File: config.mk
export PLATFORM = sky130hd
export DESIGN_NAME = c2p_div
export DESIGN_NICKNAME = d
export VERILOG_FILES = /design/src/design/c2p_pkg.sv /design/src/design/c2p_div.sv
export SDC_FILE = /design/constraint.sdc
export NUM_CORES = 2
export LEC_CHECK = 0
export BUFFER_PORTS_ARGS = -buffer_cell sky130_fd_sc_hd__buf_2
export CAP_MARGIN = 40
export CORE_MARGIN = 2
export CORE_UTILIZATION = 55
export DETAILED_ROUTE_END_ITERATION = 6
export PLACE_DENSITY = 0.71
export SYNTH_ARGS = -nofsm -noshare
export SYNTH_HDL_FRONTEND = slang
export SYNTH_MEMORY_MAX_BITS = 65536
export SYNTH_SLANG_ARGS = --single-unit
File: constraint.sdc
create_clock -name i_clk -period 4.1 [get_ports i_clk]
set_clock_uncertainty 0.05 [all_clocks]
set_input_delay 1.025 -clock i_clk [delete_from_list [all_inputs] [get_ports i_clk]]
set_output_delay 1.025 -clock i_clk [all_outputs]
set_load 0.02 [all_outputs]
File: src/design/c2p_pkg.sv
package c2p_pkg;

    // Fixed-point field widths.
    localparam int WORD_W    = 32;
    localparam int FRAC_W    = 16;
    localparam int HEAT_W    = 19;
    localparam int GAS_W     = 31;
    localparam int CFG_IDX_W = 1;

    // Configuration register indexes.
    localparam logic [CFG_IDX_W-1:0] CFG_HEAT_RATIO = 1'b0;
    localparam logic [CFG_IDX_W-1:0] CFG_GAS_CONST  = 1'b1;

    // Square root unit: 64-bit radicand, 32-bit root.
    localparam int SQ_IN_W   = 64;
    localparam int SQRT_LAT  = SQ_IN_W / 2 + 1;

    // Default divider shape: Q16.16 numerator over a positive density.
    localparam int DIV_NUM_W = WORD_W + FRAC_W;
    localparam int DIV_DEN_W = WORD_W - 1;
    localparam int DIV_QUO_W = WORD_W;

    // Latency of the restoring divider for a given quotient width.
    function automatic int div_lat(input int qw);
        return qw + 1;
    endfunction

endpackage

File: src/design/c2p_div.sv
module c2p_div
    import c2p_pkg::*;
#(
    parameter int NW = DIV_NUM_W,
    parameter int DW = DIV_DEN_W,
    parameter int QW = DIV_QUO_W
) (
    input  logic          i_clk,
    input  logic [NW-1:0] i_num,
    input  logic [DW-1:0] i_den,
    output logic [QW-1:0] o_quo,
    output logic          o_ovf
);

    localparam int HW = NW - QW;
    localparam int CW = (HW > DW) ? HW : DW;

    logic [DW-1:0] r_rem [QW+1];
    logic [QW-1:0] r_low [QW+1];
    logic [QW-1:0] r_quo [QW+1];
    logic [DW-1:0] r_den [QW+1];
    logic          r_ovf [QW+1];

    logic [DW:0]   w_try  [QW];
    logic [DW:0]   w_diff [QW];
    logic          w_ge   [QW];

    // One trial subtraction per stage.
    always_comb begin
        for (int s = 0; s < QW; s++) begin
            w_try[s]  = {r_rem[s], r_low[s][QW-1]};
            w_diff[s] = w_try[s] - {1'b0, r_den[s]};
            w_ge[s]   = (w_try[s] >= {1'b0, r_den[s]});
        end
    end

    // The first stage flags a quotient that does not fit in QW bits; the
    // others develop one quotient bit each, most significant first.
    always_ff @(posedge i_clk) begin
        r_ovf[0] <= (CW'(i_num[NW-1:QW]) >= CW'(i_den));
        r_rem[0] <= DW'(i_num[NW-1:QW]);
        r_low[0] <= i_num[QW-1:0];
        r_quo[0] <= '0;
        r_den[0] <= i_den;
        for (int s = 0; s < QW; s++) begin
            r_rem[s+1] <= w_ge[s] ? w_diff[s][DW-1:0] : w_try[s][DW-1:0];
            r_quo[s+1] <= {r_quo[s][QW-2:0], w_ge[s]};
            r_low[s+1] <= {r_low[s][QW-2:0], 1'b0};
            r_den[s+1] <= r_den[s];
            r_ovf[s+1] <= r_ovf[s];
        end
    end

    assign o_quo = r_quo[QW];
    assign o_ovf = r_ovf[QW];

endmodule

# Word-level counts from Yosys, hierarchy flattened
# Memory sizes are Yosys's and may differ from the RTL's.
# Index checks and enable logic that the tools add are counted.
[op_classes]
addsub = 32
order_cmp = 33
mux = 32
[ops]
columns = ["cell", "count"]
rows = [
  ["$ge A32 B31 Y1", 32],
  ["$mux W31", 32],
  ["$sub A31 B31 Y31", 32],
  ["$ge A16 B31 Y1", 1],
]
[word_totals]
reg_bits = 0
ram_bits = 4191
input_bits = 80
out_inout_bits = 33
word_cells = 102
mem_count = 5
[memory_table]
columns = ["memory", "words", "word_bits", "rd", "rd_clocked_by_memory_dff", "write_ports", "line", "source"]
rows = [
  ["r_low", 33, 32, 32, 0, 33, "c2p_div.sv:19", "logic [QW-1:0] r_low [QW+1];"],
  ["r_quo", 33, 32, 33, 0, 33, "c2p_div.sv:20", "logic [QW-1:0] r_quo [QW+1];"],
  ["r_den", 33, 31, 32, 0, 33, "c2p_div.sv:21", "logic [DW-1:0] r_den [QW+1];"],
  ["r_rem", 33, 31, 32, 0, 33, "c2p_div.sv:18", "logic [DW-1:0] r_rem [QW+1];"],
  ["r_ovf", 33, 1, 33, 0, 33, "c2p_div.sv:22", "logic r_ovf [QW+1];"],
]

# Depth between registers and ports, before layout
[depth]
ltp_word = 2
ltp_mapped = 17
mapped_depth_nobuf = 16

# Worst setup path before layout
# OpenSTA, ideal clock, no wires.
[synth_path]
kind = "reg2reg"
start = "mem r_low[0][31] (netlist name)"
end = "mem r_rem[0][39] (netlist name)"
setup_time_ps = 121
arrival_time_ps = 3340
required_ps = 3929
slack_ps = 589
stages_incl_launch_ff = 18
n_path_buf = 1
period_less_slack_ps = 3511
path_cell_list = "dfxtp_1 inv_1 ha_1 inv_1 fa_1 a21o_1 a21oi_1 o21bai_1 a21oi_1 o21bai_1 a211o_1 a21o_1 a21oi_1 o31ai_1 nor4_1 nor2_1 buf_2 mux2_2"
[synth_lines]
columns = ["element", "line"]
rows = [
  ["start, declared", "c2p_div.sv:19"],
  ["end, declared", "c2p_div.sv:18"],
]

==> flow_summary.toml <==
[global_route]
grt_usage_pct = 24.34
grt_pass1_vias = 85971
antenna_found_initial = 5
gr-total-overflow = 0
grt_max_degree = 64
grt_pass1_wl_um = 442200

[synth]
synth_area_sq_um = 121700
avgSynthCellArea_sq_um = 9.903
yosys.area_share.simple_pct = 9.491
synthCells = 12288
synth_mux_area_share_pct = 3.363
yosys_most_used_dff = "dfxtp_1"
synthAdderAreaFrac_pct = 10.73
synth_compound_area_share_pct = 15.69
ys_ff_latch = 3058
async_flop_share_pct = 0
synth_edf_count = 0
yosysWarnings = 0
yosys.area_share.xor_xnor_pct = 5.772
seq_area_frac_synth_pct = 50.31
synth_fp_nets = 13393
synth_top_family_by_area = "compound AO/OA/AOI/OAI gates"
yosysUniqueCellTypes = 95

[place]
dpl_cell_area_sq_um = 126600
post-place-ws_ps = 167.0
io_buffer_count = 112
dpl.hpwl_um = 215400
place_congestion = 0.9420

[worst_hold_path]
whs_path_depth = 1
min_to = "r_low[0][5]$_DFF_P_"
hp-start = "i_num[5]"
hp-class = "in -> reg"

[cells_and_area]
fin_util_pct = 62.58
stdcell_area_sq_um = 137500
num-nets-final = 13750
mostFrequentLayoutCell = "dfxtp_1"
area_delta_synth_final_pct = 13.00
drive_above_1_share_pct = 9.203
final_cell_mix = "dfxtp_1 (3057), inv_1 (1257), a21oi_1 (1056)"

[timing]
setup_ws_ps = 105.3
fmax_mhz = 250.3
min_period_ps = 3995
report.final.slew_viol_count = 0
tns_ps = 0
whs_ps = 127.0
max-slew-margin-rel_pct = 41.96
setup_violations = 0
max_slew.worst_pin.slew_ps = 870.7
rsz0062_at_grt = "no"
period_share_pct = 97.43
hold_viol_final = 0

[outcome]
status = "finished, violations left"
violations = "design-rule violations"

[worst_setup_path]
arrival_ps = 4710
critPathSlowestCell = "a31oi_1"
crit_path_frequent_cell = "a21o_1"
rrSetupSlack_ps = 110
r2r_end = "r_rem[0][139]$_DFF_P_"
rr_worst_depth = 13
cp-startpoint = "r_den[0][102]$_DFF_P_"
worstPathMaxFanout = 54
cp-start-kind = "register"
endpoint_kind = "register"
crit_required_ps = 4810
path_class = "reg -> reg"
regToRegStartpoint = "r_den[0][102]$_DFF_P_"
critPathMaxStageDelay_ps = 580
crit_chain = "inv_1 > ha_1 > a21o_1 > a21o_1 > a211oi_1 > o21a_1 > o21ai_0 > a31oi_1 > nand2_1 > a21oi_1 > o211ai_1 > buf_12 > mux2_2"

[drt]
viasPerCell = 5.383
wl_um = 279200
drc = 1
drt_iter0_markers = 4620
ant_nets = 0
firstDrtPassIters = 7
vias = 85296
drt-wirelength-per-cell_um = 17.62

[power_and_ir_drop]
p_leak_nw = 64.44
power.density_nw_per_um2 = 823.6
ir_drop_mv = 0.4409

[clocking]
clk_latency_ps = 960
cts_hold_buf = 0
cts_root_buf = "clkbuf_16"
htree_levels = 5
cts.clk_slew.worst_paths_ps = 60
cts_tree = "yes"
clk_path_buf_depth = 4
cts_sinks = 3058
cts_buffers = 320

[die]
pin_count = 113
core_sq_um = 219700
die_area_sq_um = 225000
die_h_um = 474.4
initial_core_util_pct = 55.38
die-width_um = 474.4
rows = 172

[run]
maxCapViolations = 0
-- through the flow --
| stage | std cells | power (mW) |
|---|---|---|
| final | 15846 | 113.2 |
| after global routing | 15845 | 120.7 |
| after CTS | 15830 | 113.8 |
| after detailed placement | 15277 | 84.02 |
| after global placement | 15274 | 83.17 |
| after floorplan | 12288 | 72.53 |
-- area by class of cell --
| cell class | count | area [sq um] |
|---|---|---|
| well taps | 2958 | 3701 |
| inverters | 1257 | 4718 |
| clock buffers | 427 | 8964 |
| multi-input cells | 7749 | 55130 |
| repair buffers | 259 | 1971 |
| flip-flops and latches | 3058 | 61220 |
| fillers | 17810 | 82220 |
| diodes | 12 | 30.03 |
| clock inverters | 126 | 1767 |
-- flip-flops by register name, indices dropped and copies added, names as in the netlist --
name   flops
r_den    992
r_rem    977
r_quo    528
r_low    528
r_ovf     33
-- kinds of logic (layout without fill, tap and decap cells) --
group | count (synthesis) | after routing
AOI/OAI and AO/OA | 3113 | 3113
xor gates and xnor gates | 802 | 802
adders and majority gates | 1025 | 1025
buffers and inverters | 1481 | 2069
DFF | 3058 | 3058
muxes | 351 | 351
other | 0 | 12
and+or+nand+nor | 2458 | 2458
-- worst max path at each step --
stage / endpoint / slack, ps
2_1_floorplan: r_rem[0][39]$_DFF_P_ / 590
3_3_place_gp: r_rem[0][250]$_DFF_P_ / 200
3_5_place_dp: r_rem[0][253]$_DFF_P_ / 170
4_1_cts: r_rem[0][432]$_DFF_P_ / 80
5_1_grt: r_rem[0][216]$_DFF_P_ / 1
6_report: r_rem[0][139]$_DFF_P_ / 110
-- what timing repair did --
action / CTS / global route
setup buffers: 0 / 3
setup endpoints to repair: 0 / 182
resized for setup: 0 / 30
-- synthesized netlist by cell type, types with 65 or more instances --
master | number | area share, %
a31oi_1 | 82 | 0.42
dfxtp_1 | 3058 | 50
nand4_1 | 134 | 0.69
xor2_1 | 328 | 2.4
a211oi_1 | 67 | 0.41
nor2b_1 | 168 | 0.86
nand2b_1 | 152 | 0.78
clkbuf_1 | 170 | 0.52
a21o_1 | 520 | 3.2
nand3_1 | 185 | 0.76
o21ai_0 | 788 | 3.2
ha_1 | 994 | 10
nor3_1 | 112 | 0.46
nor2_1 | 656 | 2.0
o21bai_1 | 98 | 0.60
o21a_1 | 96 | 0.59
a21oi_1 | 1061 | 4.4
mux2_2 | 269 | 2.5
inv_1 | 1257 | 3.9
and3_1 | 65 | 0.33
nand2_1 | 784 | 2.4
xnor2_1 | 474 | 3.4
-- routing by layer --
| metal | global-route usage [%] | part of all wire, % |
|---|---|---|
| met1 | 25.74 | 39 |
| met3 | 3.089 | 3.2 |
| met2 | 46.28 | 52 |
| met4 | 13.41 | 6.0 |
| met5 | 0 | 0 |
-- where the power goes --
| part | switching (mW) | leakage, nW | internal [mW] | total, mW |
|---|---|---|---|---|
| clock | 11.5 | 5.22 | 17.8 | 29.3 |
| sequential | 3.89 | 25.6 | 36.3 | 40.2 |
| combinational | 23.9 | 33.6 | 19.9 | 43.8 |
-- critical path, delay by kind of cell (launching register included) --
family,cells,cell delay (ps)
buf+inv,2,270
compound gates,8,2130
mux,1,310
simple gates,1,340
fa+ha+maj,1,370
flops,1,340
Power figures use the tool's default switching activity.
