File: src/design/c2p_pkg.sv
package c2p_pkg;

    // Fixed-point field widths.
    localparam int WORD_W    = 32;
    localparam int FRAC_W    = 16;
    localparam int HEAT_W    = 19;
    localparam int GAS_W     = 31;
    localparam int CFG_IDX_W = 1;

    // Configuration register indexes.
    localparam logic [CFG_IDX_W-1:0] CFG_HEAT_RATIO = 1'b0;
    localparam logic [CFG_IDX_W-1:0] CFG_GAS_CONST  = 1'b1;

    // Square root unit: 64-bit radicand, 32-bit root.
    localparam int SQ_IN_W   = 64;
    localparam int SQRT_LAT  = SQ_IN_W / 2 + 1;

    // Default divider shape: Q16.16 numerator over a positive density.
    localparam int DIV_NUM_W = WORD_W + FRAC_W;
    localparam int DIV_DEN_W = WORD_W - 1;
    localparam int DIV_QUO_W = WORD_W;

    // Latency of the restoring divider for a given quotient width.
    function automatic int div_lat(input int qw);
        return qw + 1;
    endfunction

endpackage

File: src/design/c2p_sqrt.sv
module c2p_sqrt
    import c2p_pkg::*;
#(
    parameter int IW = SQ_IN_W
) (
    input  logic            i_clk,
    input  logic [IW-1:0]   i_val,
    output logic [IW/2-1:0] o_root
);

    localparam int RW = IW / 2;

    logic [RW+1:0] r_rem  [RW+1];
    logic [RW-1:0] r_root [RW+1];
    logic [IW-1:0] r_rad  [RW+1];

    logic [RW+3:0] w_try   [RW];
    logic [RW+3:0] w_trial [RW];
    logic [RW+3:0] w_sub   [RW];
    logic          w_ge    [RW];

    // Digit recurrence: bring down two radicand bits, try root*4+1.
    always_comb begin
        for (int s = 0; s < RW; s++) begin
            w_try[s]   = {r_rem[s], r_rad[s][IW-1:IW-2]};
            w_trial[s] = {2'b00, r_root[s], 2'b01};
            w_sub[s]   = w_try[s] - w_trial[s];
            w_ge[s]    = (w_try[s] >= w_trial[s]);
        end
    end

    // One root bit per stage.
    always_ff @(posedge i_clk) begin
        r_rem[0]  <= '0;
        r_root[0] <= '0;
        r_rad[0]  <= i_val;
        for (int s = 0; s < RW; s++) begin
            r_rem[s+1]  <= w_ge[s] ? w_sub[s][RW+1:0] : w_try[s][RW+1:0];
            r_root[s+1] <= {r_root[s][RW-2:0], w_ge[s]};
            r_rad[s+1]  <= {r_rad[s][IW-3:0], 2'b00};
        end
    end

    assign o_root = r_root[RW];

endmodule

File: config.mk
export PLATFORM = sky130hd
export DESIGN_NAME = c2p_sqrt
export DESIGN_NICKNAME = d
export VERILOG_FILES = /design/src/design/c2p_pkg.sv /design/src/design/c2p_sqrt.sv
export SDC_FILE = /design/constraint.sdc
export NUM_CORES = 2
export LEC_CHECK = 0
export BUFFER_PORTS_ARGS = -buffer_cell sky130_fd_sc_hd__buf_2
export CORE_MARGIN = 2
export CORE_UTILIZATION = 30
export CTS_BUF_LIST = sky130_fd_sc_hd__clkbuf_2 sky130_fd_sc_hd__clkbuf_4 sky130_fd_sc_hd__clkbuf_8
export CTS_CLUSTER_SIZE = 14
export DETAILED_ROUTE_END_ITERATION = 8
export PLACE_DENSITY = 0.5
export SYNTH_ARGS = -nofsm -noshare
export SYNTH_HDL_FRONTEND = slang
export SYNTH_MEMORY_MAX_BITS = 65536
export SYNTH_SLANG_ARGS = --single-unit
File: constraint.sdc
create_clock -name i_clk -period 5.2 [get_ports i_clk]
set_clock_uncertainty 0.1 [all_clocks]
set_input_delay 0.78 -clock i_clk [delete_from_list [all_inputs] [get_ports i_clk]]
set_output_delay 0.78 -clock i_clk [all_outputs]
set_load 0.05 [all_outputs]
Yosys cells after proc, flatten, opt, wreduce, memory -nomap -nowiden
Memories as Yosys holds them, arrays and structs flattened.
Index checks and enable logic that the tools add are counted.
{"block": "classes", "eq_ne": 0, "n_reduce_logical": 0, "mul": 0, "bitwise": 0, "shift": 0, "magnitude_cmp": 32, "addsub": 32, "div": 0, "muxes": 32}
{"operator": "$ge 36x34->1", "count": 32}
{"operator": "$mux 34", "count": 32}
{"operator": "$sub 34x34->34", "count": 32}
{"block": "word_totals", "in_bits": 65, "latchBits": 0, "output_inout_bits": 32, "romBits": 0, "mem_bits_rw": 4290, "elab_cells": 99, "regBits": 0, "mem_count": 3}
{"memory": "r_rad", "words": 33, "width": 64, "rd": 32, "rd_ports_with_merged_regs": 0, "write_ports": 33, "line": "c2p_sqrt.sv:15", "rtl": "logic [IW-1:0] r_rad [RW+1];"}
{"memory": "r_rem", "words": 33, "width": 34, "rd": 32, "rd_ports_with_merged_regs": 0, "write_ports": 33, "line": "c2p_sqrt.sv:13", "rtl": "logic [RW+1:0] r_rem [RW+1];"}
{"memory": "r_root", "words": 33, "width": 32, "rd": 33, "rd_ports_with_merged_regs": 0, "write_ports": 33, "line": "c2p_sqrt.sv:14", "rtl": "logic [RW-1:0] r_root [RW+1];"}

Longest topological paths before layout
An unclocked memory read counts as a cell.
{"block": "depth", "depth_word": 3, "ltp_mapped": 15, "ltp_nobuf": 13}

Least setup slack after synthesis
OpenSTA, ideal clock, no wires.
{"block": "synth_timing", "path_type": "register to register", "from": "mem r_rem[0][121] (netlist name)", "to": "mem r_rem[0][157] (netlist name)", "path_slack_ns": 1.653, "path_stages_with_launch": 12, "synth_period_minus_slack_ns": 3.547, "setup_time_ns": 0.134, "t_arrival_ns": 3.313, "path_buffers": 1, "required_ns": 4.966, "path_cell_list": "dfxtp_1 > or4_4 > or4_4 > or4b_4 > or3_4 > or3_1 > or2_1 > and3_1 > buf_6 > nand3_2 > nor4_1 > xor2_1"}
{"item": "start, declared", "line": "c2p_sqrt.sv:13"}

==> flow_summary_export.csv <==
group,metric,value,unit
floorplan,dieArea,314500,um^2
placement,place_area,98340,um^2
global_route,grt_max_degree,50,
clock_tree,root_buffer,"clkbuf_8",
logic_synthesis,async_reset_ff_share,0,%
logic_synthesis,synth_mux_area_share,0.8434,%
sta,timing_hold_violations_final,0,
worst_setup_path,crit_path_max_incr_delay,0.74,ns
worst_setup_path,worstSetupStartpointType,"flip-flop",
layout,area.growth.synth_to_final,16.75,%
logic_synthesis,synth_area_per_cell,10.26,um^2
floorplan,rows,204,
floorplan,fp.dieH,560.8,um
sta,holdWs,0.1383,ns
logic_synthesis,synth_edf_count,0,
global_route,grt_pass1_wl,324700,um
global_route,grt_pass1_vias,63350,
logic_synthesis,synthTopCellsByArea,"dfxtp_1 56%, ha_1 7.6%, xnor2_1 4.2%",
clock_tree,cts_tree,"built",
logic_synthesis,syn_nets,9694,
sta,tightest_slew,1.151,ns
sta,rsz0062_at_grt,"no",
clock_tree,clock_latency,1.08,ns
worst_setup_path,arrival,5.00,ns
logic_synthesis,seq_area_frac_synth,55.68,%
sta,finalSetupViolations,0,
logic_synthesis,synthCells,9067,
power_and_ir_drop,vdd_drop_max,252.0,uV
logic_synthesis,synth_top_family_by_area,"simple AND/OR/NAND/NOR gates",
logic_synthesis,synth_cell_types,88,
logic_synthesis,synth_top_cell_area_share,55.68,%
worst_setup_path,required,6.01,ns
worst_setup_path,worst_path_max_delay_cell,"o41ai_1",
layout,stdcell_area,108600,um^2
route,wl,200500,um
global_route,grt.total_usage,12.40,%
clock_tree,cts_sinks,2587,
route,wire_per_inst,14.35,um
sta,slew_viol_final,0,
route,via_count,62750,
route,drtPass1Iterations,5,
clock_tree,clk_pin_slew_worst_paths,0.06,ns
global_route,grt_overflow,0,
placement,dp_hpwl,150900,um
layout,fillers,30920,
logic_synthesis,ys_seq_elements,2587,
route,ant_nets,0,
logic_synthesis,synth_fa_ha_area_share,7.560,%
power_and_ir_drop,p_per_area,481.1,nW/um^2
sta,tns,0,ns
min_path,hp-class,"reg2reg",
worst_setup_path,path_max_fanout,18,
floorplan,core_area,308600,um^2
layout,fin_nets,10140,
logic_synthesis,yosys.area_share.simple,12.31,%
route,viasPerCell,4.489,
layout,post-route-util,35.19,%
sta,fin_crit_sh,80.58,%
global_route,grt_antenna_before_repair,5,
logic_synthesis,synth_area,93020,um^2
logic_synthesis,yosys.area.top_type,"dfxtp_1",
sta,slew_headroom,22.58,%
worst_setup_path,end_kind,"flip-flop",
worst_setup_path,worstPathCellList,"inv_1 -> ha_1 -> nor2b_1 -> o21ai_0 -> a21oi_1 -> o41ai_1 -> nor4b_1 -> o21ai_0 -> a311oi_4 -> buf_4 -> inv_1 -> o221a_2",
logic_synthesis,synth_ff_type,"dfxtp_1",
run_status,status,"finished clean",
worst_setup_path,cp_num_buf_inv,3,
clock_tree,numCtsBuffers,426,
clock_tree,htree_levels,5,
logic_synthesis,synth_xor_area_share,7.928,%
layout,final_layout_size_suffix_gt1_share,10.64,%
logic_synthesis,yosys_warnings,0,
logic_synthesis,synth_compound_area_share,12.08,%
logic_synthesis,yosysMostFrequentCell,"dfxtp_1",
worst_setup_path,critPathTopFamily,"compound AO/OA/AOI/OAI gates",
floorplan,ioPinCount,97,
route,drc,0,
floorplan,start_util,30.14,%
worst_setup_path,worstSetupPathType,"reg2reg",
floorplan,die_x,560.8,um
route,drt_iter0_markers,2917,
placement,place.gp.congestion,0.8670,
logic_synthesis,synth_commonest_cells,"2587 x dfxtp_1, 714 x inv_1, 644 x nand2_1",
power_and_ir_drop,leakage,0.05050,uW
placement,io_buffers,96,
sta,period_minus_slack,4.190,ns
run,maxCapViolCount,0,
clock_tree,max-clock-path-buffers,4,
sta,max_clock_freq,0.2387,GHz
clock_tree,cts_resized,0,
[layer usage]
| layer | track usage [%] | routed length [um] |
|---|---|---|
| met5 | 0 | 0 |
| met4 | 4.625 | 6471 |
| met3 | 2.354 | 9364 |
| met2 | 21.31 | 94900 |
| met1 | 15.32 | 89810 |
[layout by cell type, fill, tap and decap left out, types with 19 or more instances in the layout]
master / netlist / routed
a211oi_1: 42 / 42
a21boi_0: 19 / 19
a21o_1: 274 / 274
a21oi_1: 518 / 516
a31oi_1: 48 / 47
and2_1: 29 / 29
and3_1: 57 / 57
buf_2: 4 / 96
buf_4: 1 / 33
bufinv_16: 0 / 19
clkbuf_4: 0 / 116
clkbuf_8: 0 / 540
clkinv_2: 0 / 54
dfxtp_1: 2587 / 2587
dlygate4sd3_1: 0 / 64
ha_1: 562 / 562
inv_1: 714 / 714
mux2_2: 59 / 59
nand2_1: 644 / 644
nand2b_1: 103 / 103
nand3_1: 132 / 132
nand3b_1: 32 / 32
nand4_1: 92 / 92
nor2_1: 520 / 520
nor2b_1: 81 / 79
nor3_1: 233 / 231
nor3b_1: 24 / 23
nor4_1: 119 / 119
o211ai_1: 29 / 29
o21a_1: 90 / 90
o21ai_0: 470 / 470
o21bai_1: 62 / 62
o31ai_1: 61 / 59
or2_2: 55 / 55
or3_1: 86 / 86
or4_1: 51 / 51
xnor2_1: 441 / 441
xor2_1: 401 / 401
[cell type report]
| class | count | area [um^2] | share of cell area [%] |
|---|---|---|---|
| repair buffers | 193 | 1369 | 1.260 |
| inverters | 716 | 2688 | 2.475 |
| well taps | 4120 | 5155 | 4.747 |
| flip-flops and latches | 2587 | 51790 | 47.69 |
| diodes | 6 | 15.01 | 0.01383 |
| multi-input cells | 5593 | 37980 | 34.97 |
| clock buffers | 656 | 8303 | 7.646 |
| clock inverters | 106 | 1295 | 1.193 |
[per-stage QoR]
step	std cells	total power, uW	setup slack (ns)
2_1_floorplan	9067	30910	1.653
3_3_place_gp	13150	33380	1.160
3_5_place_dp	13150	33470	1.096
4_1_cts	13970	53220	1.035
5_1_grt	13980	55390	0.6976
6_report	13980	52240	1.010
[worst paths after layout]
kind / start / slack [ns] / cells after the start / endpoint
max: r_root[27][0] / 1.01 / 12 / r_rem[0][978]
min: r_rad[0][1469] / 0.14 / 0 / r_rad[0][1535]
max reg2reg: r_root[27][0] / 1.01 / 12 / r_rem[0][978]
min reg2reg: r_rad[0][1469] / 0.14 / 0 / r_rad[0][1535]
[logic make-up after synthesis]
group,after synthesis
AOI/OAI and AO/OA,1798
xor gates and xnor gates,842
adders and majority gates,562
buffers and inverters,887
DFF,2587
muxes,71
other,1
and+or+nand+nor,2319
[flip-flops by register name, indices dropped and copies added, names as in the netlist]
| name | flops |
|---|---|
| r_root | 528 |
| r_rad | 1056 |
| r_rem | 1003 |
[repair_timing]
action | 4_1_cts | 5_1_grt
setup buffers | 0 | 0
endpoints found under the hold margin | 64 | 0
hold buffers | 64 | 0
[where the power goes]
part / internal, uW / switching, uW / total, uW / leakage [uW]
clock network: 11200 / 8040 / 19200 / 0.00507
registers: 23000 / 2450 / 25400 / 0.0217
logic: 3470 / 4100 / 7570 / 0.0238
Note: power is estimated with default switching activity, not from simulation.
