### config.mk
export PLATFORM = sky130hd
export DESIGN_NAME = c2p_dly
export DESIGN_NICKNAME = d
export VERILOG_FILES = /design/src/design/c2p_pkg.sv /design/src/design/c2p_dly.sv
export SDC_FILE = /design/constraint.sdc
export NUM_CORES = 1
export LEC_CHECK = 0
export ABC_AREA = 1
export BUFFER_PORTS_ARGS = -buffer_cell sky130_fd_sc_hd__buf_2
export CAP_MARGIN = 15
export CORE_UTILIZATION = 29
export DETAILED_ROUTE_END_ITERATION = 6
export GPL_TIMING_DRIVEN = 0
export PLACE_DENSITY = 0.72
export SLEW_MARGIN = 20
export SYNTH_ARGS = -nofsm -noshare
export SYNTH_HDL_FRONTEND = slang
export SYNTH_SLANG_ARGS = --single-unit
### constraint.sdc
create_clock -name i_clk -period 0.8 [get_ports i_clk]
set_input_delay 0.16 -clock i_clk [delete_from_list [all_inputs] [get_ports i_clk]]
set_output_delay 0.16 -clock i_clk [all_outputs]
set_load 0.01 [all_outputs]
### src/design/c2p_pkg.sv
package c2p_pkg;

    // Fixed-point field widths.
    localparam int WORD_W    = 32;
    localparam int FRAC_W    = 16;
    localparam int HEAT_W    = 19;
    localparam int GAS_W     = 31;
    localparam int CFG_IDX_W = 1;

    // Configuration register indexes.
    localparam logic [CFG_IDX_W-1:0] CFG_HEAT_RATIO = 1'b0;
    localparam logic [CFG_IDX_W-1:0] CFG_GAS_CONST  = 1'b1;

    // Square root unit: 64-bit radicand, 32-bit root.
    localparam int SQ_IN_W   = 64;
    localparam int SQRT_LAT  = SQ_IN_W / 2 + 1;

    // Default divider shape: Q16.16 numerator over a positive density.
    localparam int DIV_NUM_W = WORD_W + FRAC_W;
    localparam int DIV_DEN_W = WORD_W - 1;
    localparam int DIV_QUO_W = WORD_W;

    // Latency of the restoring divider for a given quotient width.
    function automatic int div_lat(input int qw);
        return qw + 1;
    endfunction

endpackage

### src/design/c2p_dly.sv
module c2p_dly
    import c2p_pkg::*;
#(
    parameter int W = WORD_W,
    parameter int D = 1
) (
    input  logic         i_clk,
    input  logic [W-1:0] i_d,
    output logic [W-1:0] o_q
);

    logic [W-1:0] r_line [D];

    // Plain shift line that keeps side data aligned with the arithmetic.
    always_ff @(posedge i_clk) begin
        r_line[0] <= i_d;
        for (int k = 1; k < D; k++) begin
            r_line[k] <= r_line[k-1];
        end
    end

    assign o_q = r_line[D-1];

endmodule
* Word-level counts from Yosys, hierarchy flattened
Memory sizes are Yosys's and may differ from the RTL's.
Cells that the tools add are included.
** Storage, ports and cells
- Register bits :: 0
- Memory bits (writable) :: 32
- Bits of input ports :: 33
- Logic and storage cells :: 1
- Memories :: 1
** Memory list
- r_line :: words 1, width 32, read ports 1, clocked after Yosys merged registers in 0, write ports 1, line c2p_dly.sv:12 : logic [W-1:0] r_line [D];

* Depth between registers and ports, before layout
Gate-level depths: netlist of run 1.
- Depth after elaboration :: 0
- Mapped depth :: 0
- Mapped depth without buffers :: 0

* Least setup slack after synthesis of run 1
OpenSTA, ideal clock, no wires.
- Path type :: register to output
- Start point :: memory r_line[0][0] (netlist bit)
- End point :: output port o_q[0]
- Data arrival time :: 0.331 ns
- Required time :: 0.640 ns
- Slack :: 0.309 ns
- Stages on the path, launching flop included :: 1
- Cell sequence :: dfxtp_1
** RTL lines
- start: declaration :: line c2p_dly.sv:12
- end: declaration :: line c2p_dly.sv:9 : output logic [W-1:0] o_q

==> flow_summary.toml, run 1 <==
[outcome]
status = "finished, violations left"
violations = "setup timing"

[timing]
worst_slew_pin_slew_ns = 0.0945
timing.final.ws_setup_ns = -0.123
hold_violations = 0
slew_headroom = 0.937
setup_violations = 32
timing.final.crit_share = 1.15
fmax_mhz = 1080
rsz0062_at_grt = "true"
drv_slew = 0
period_minus_slack_ns = 0.923

[synth]
netlist_instances = 32
syn_avg_cell_area_um2 = 20.0
synth_cell_types = 1
synth_nets = 65
ys_seq_area_frac = 1.00
ys_ff_latch = 32
yosys_warnings = 0
synth_area_um2 = 641

[route]
via_count = 618
wire_per_inst_um = 10.9
via_per_inst = 3.79
drt_iter0_drc = 3
drc_errors = 0
antenna_left = 0
wl_mm = 1.78
dr.pass1.iters = 2

[cts]
clk_transition_reported_paths_ns = 0.09
post_cts_buffers = 0
clockRootBuffer = "clkbuf_4"
tritoncts = "done"
cts_buffers = 5
clock_path_buffers = 2
h-tree-depth = 2
cts_sinks = 32

[placed_design]
dpl.hpwl_um = 937
port-buffer-count = 64
placed_area_um2 = 995
place_congestion = 0.563

[final_layout]
largest_reg_flops = 32
multiInputGateArea_um2 = 0
fin_nets = 168
area_growth_pct = 124
top_register = "r_line"
postLayoutCellArea_um2 = 1440
antenna_cells = 0
layout-drive-gt1-share = 0.588
top_regs = "r_line: 32 flops"
nMultiInputCombCells = 0

[global_routing]
grt_pass1_wl_mm = 2.71
globalRouteOverflowTotal = 0
grt.total_usage = 0.166
grt_antenna_before_repair = 0
grt_pass1_vias = 658
grt_max_degree = 11

[critical_path]
worst-setup-path-type = "reg -> out"
critPathCaptureType = "primary output"
worstPathCellList = "buf_2"
critPathSlowestCell = "dfxtp_1"
worst-path-buf-inv = 1
cp_max_fo = 1
cp.required_ns = 0.64
worst_path_largest_cell_delay_ns = 0.33
cp-start-kind = "register"
crit_arrival_ns = 0.76
cpLargestDelayFamily = "flip-flops"

[floorplan]
start_util = 0.317
io_pins = 65
chipWidth_um = 49
num_rows = 16
die_y_um = 49
dieArea_um2 = 2400
core_um2 = 2020

[power_and_ir_drop]
powerDensity_nw_per_um2 = 2060
vdd_drop_max_mv = 1.74
power_mw = 2.96
leakage_nw = 0.710

[worst_hold_path]
hold_depth = 2
hold_start = "i_d[31]"
hold_end = "r_line[0][31]"
hold_class = "in -> reg"

[job]
maxCapViolations = 0
[per-stage QoR]
stage | utilization | TNS (ns) | hold slack (ns) | worst slack [ns] | instances
floorplan | - | 0 | 0.188 | 0.309 | 32
global placement | 0.492 | 0 | 0.262 | 0.227 | 123
detailed placement | 0.492 | 0 | 0.264 | 0.216 | 123
CTS | 0.681 | -3.92 | 0.457 | -0.143 | 163
global route | 0.710 | -4.98 | 0.456 | -0.171 | 163
finish | 0.710 | -3.33 | 0.473 | -0.123 | 163
[layout make-up]
| type | instances | area, um2 |
|---|---|---|
| Tap cell | 27 | 33.8 |
| Sequential cell | 32 | 651 |
| Fill cell | 151 | 586 |
| Clock buffer | 6 | 51.3 |
| Clock inverter | 2 | 10.0 |
| Timing Repair Buffer | 96 | 691 |
[synthesized netlist by cell type]
cell,count,share of area
dfxtp_1,32,1.0
[worst max-delay path by stage]
| stage | start | endpoint | slack, ns | cells after the start |
|---|---|---|---|---|
| after global routing | r_line[0][1] | o_q[1] | -0.17 | 1 |
| after detailed placement | r_line[0][29] | o_q[29] | 0.22 | 1 |
| after global placement | r_line[0][29] | o_q[29] | 0.23 | 1 |
| after floorplan | r_line[0][0] | o_q[0] | 0.31 | 0 |
| final | r_line[0][27] | o_q[27] | -0.12 | 1 |
| after CTS | r_line[0][27] | o_q[27] | -0.14 | 1 |
[cell usage in the layout (no fill, tap or decap), drive strengths merged]
master / n
clkinv: 2
buf: 64
clkbuf: 6
dfxtp: 32
dlygate4sd3: 32
[power breakdown]
part | switching, mW | internal (mW) | leakage, nW | total (mW)
registers | 0.0233 | 1.68 | 0.270 | 1.70
logic | 0.115 | 0.234 | 0.402 | 0.349
clock network | 0.486 | 0.418 | 0.0380 | 0.904
total | 0.625 | 2.33 | 0.710 | 2.96
[cell families (layout without fill, tap and decap cells)]
kind of cell           Yosys count  count (layout)  synth area share
flip-flops                      32              32              1.00
buffers and inverters            0             104                 0
[per-layer routing]
metal / wire (um) / GRT usage
met1: 554 / 0.110
met3: 87 / 0.0966
met5: 0 / 0
met2: 1120 / 0.345
met4: 12 / 0.0735
[repair_timing]
| action | in CTS | in global routing |
|---|---|---|
| pin swaps | 0 | 0 |
| hold endpoints to repair | 32 | 0 |
| hold buffers | 32 | 0 |
| setup endpoints to repair | 32 | 32 |
| gates resized for setup | 0 | 16 |
Power figures use the tool's default switching activity.
==> run 2: changes to the inputs <==
- CORE_UTILIZATION: 29 -> 32
- PLACE_DENSITY: 0.72 -> 0.76
- clock period: 0.8 -> 0.9 ns (I/O delays scaled with it)
==> run 2 against run 1 <==
Compared with the run above:
- the flow still finishes with violations (setup timing)
- clock power shrank 9.3%
- combinational power is 6.0% lower
- sequential cell count unchanged
- hold slack better by 0.012 ns
- via count is 0.16% lower
- sequential share of layout area down 0.94 points
- worst setup slack better by 0.061 ns
- die area fell by 9.0%
- count of clock-buffer cells in the layout did not move
- first-iteration DRC count did not move
- critical path depth stayed put
- largest power group unchanged
==> flow_summary.toml, run 2 (synthesis results as in run 1) <==
[placed_design]
placed_cells = 121
place_congestion = 0.597
dpl.hpwl_um = 992
placed_area_um2 = 992
port-buffer-count = 64

[timing]
whs_ns = 0.485
drv_slew = 0
rsz0062_at_grt = "true"
setup_violations = 32
worst_slew_pin_slew_ns = 0.0973
hold_violations = 0
setup_tns_ns = -1.07
timing.final.crit_share = 1.07
fmax_mhz = 1040
slew_headroom = 0.935
period_minus_slack_ns = 0.962
timing.final.ws_setup_ns = -0.0620

[cts]
clockRootBuffer = "clkbuf_4"
h-tree-depth = 2
clock_path_buffers = 2
cts_buffers = 5
clk_transition_reported_paths_ns = 0.10
cts_sinks = 32
tritoncts = "done"

[power_and_ir_drop]
leakage_nw = 0.725
power_mw = 2.67
powerDensity_nw_per_um2 = 1800
p_sw_frac = 0.216
intPower_mw = 2.10
switchingPower_uw = 576
pwr-share-seq = 0.571
vdd_drop_max_mv = 1.61
p_clk_frac = 0.307
pwr-share-comb = 0.123

[final_layout]
layout-drive-gt1-share = 0.640
fin_nets = 168
stdcell_count = 161
area_growth_pct = 132
nMultiInputCombCells = 0
antenna_cells = 0
postLayoutCellArea_um2 = 1490
top_regs = "r_line: 32 flops"
final_cell_mix = "49 x buf_2, 32 x dlygate4sd3_1, 17 x dfxtp_1"
multiInputGateArea_um2 = 0
final_common_cell = "buf_2"
fillers = 123
top_register = "r_line"
largest_reg_flops = 32
regArea_um2 = 659

[global_routing]
grt_pass1_vias = 567
grt.total_usage = 0.166
grt_pass1_wl_mm = 2.23
grt_antenna_before_repair = 0
grt_max_degree = 11
globalRouteOverflowTotal = 0

[route]
wire_per_inst_um = 11.6
drc_errors = 0
via_count = 617
drt_iter0_drc = 3
dr.pass1.iters = 2
via_per_inst = 3.83
wl_mm = 1.87
antenna_left = 0

[critical_path]
crit_arrival_ns = 0.78
cp-start-kind = "register"
worst-path-buf-inv = 1
critPathSlowestCell = "dfxtp_1"
cp_num_cells = 1
cp.required_ns = 0.72
worst_path_largest_cell_delay_ns = 0.33
worstPathCellList = "buf_2"
critPathCaptureType = "primary output"
cp_max_fo = 1
worst-setup-path-type = "reg -> out"
cpLargestDelayFamily = "flip-flops"

[worst_hold_path]
hold_class = "in -> reg"
hold_end = "r_line[0][4]"
hold_depth = 2
hold_start = "i_d[4]"

[floorplan]
start_util = 0.356
die_y_um = 46.7
io_pins = 65
dieArea_um2 = 2180
num_rows = 15
chipWidth_um = 46.7
core_um2 = 1800

[outcome]
violations = "setup timing"
status = "finished, violations left"

[job]
maxCapViolations = 0
run 2: final cells by class:
type / count / share of cell area
sequential: 32 / 0.444
tap: 25 / 0.0210
timing repair buffer: 96 / 0.494
clock inverter: 2 / 0.00673
clock buffer: 6 / 0.0345
run 2: power by group through the flow:
stage                     Sequential [mW]  Combinational, mW  Clock, mW
after floorplan                      1.58                  0          0
after CTS                            1.51              0.293      0.852
after global routing                 1.53              0.352      0.908
after detailed placement             1.54              0.179          0
after global placement               1.54              0.174          0
final                                1.52              0.328      0.820
run 2: metrics by stage:
stage,worst slack (ns),utilization
floorplan,0.389,-
global placement,0.309,0.551
detailed placement,0.296,0.551
CTS,-0.0715,0.775
global route,-0.115,0.825
finish,-0.0620,0.825
run 2: worst max-delay path by stage:
stage	from	slack [ns]	endpoint
floorplan	r_line[0][0]	0.39	o_q[0]
global placement	r_line[0][30]	0.31	o_q[30]
detailed placement	r_line[0][12]	0.30	o_q[12]
CTS	r_line[0][25]	-0.07	o_q[25]
global route	r_line[0][24]	-0.11	o_q[24]
finish	r_line[0][24]	-0.06	o_q[24]
run 2: per-layer routing:
layer | routed length [um] | track usage | vias to the layer above
li1 | - | - | 303
met1 | 539 | 0.115 | 280
met2 | 1200 | 0.336 | 30
met3 | 107 | 0.0692 | 4
met4 | 21 | 0.120 | 0
met5 | 0 | 0 | -
run 2: repair_timing:
action | 4_1_cts | 5_1_grt
setup buffers | 0 | 0
hold buffers | 32 | 0
gates cloned | 0 | 0
gates resized for setup | 6 | 24
endpoints found under the setup margin | 32 | 32
endpoints found under the hold margin | 32 | 0
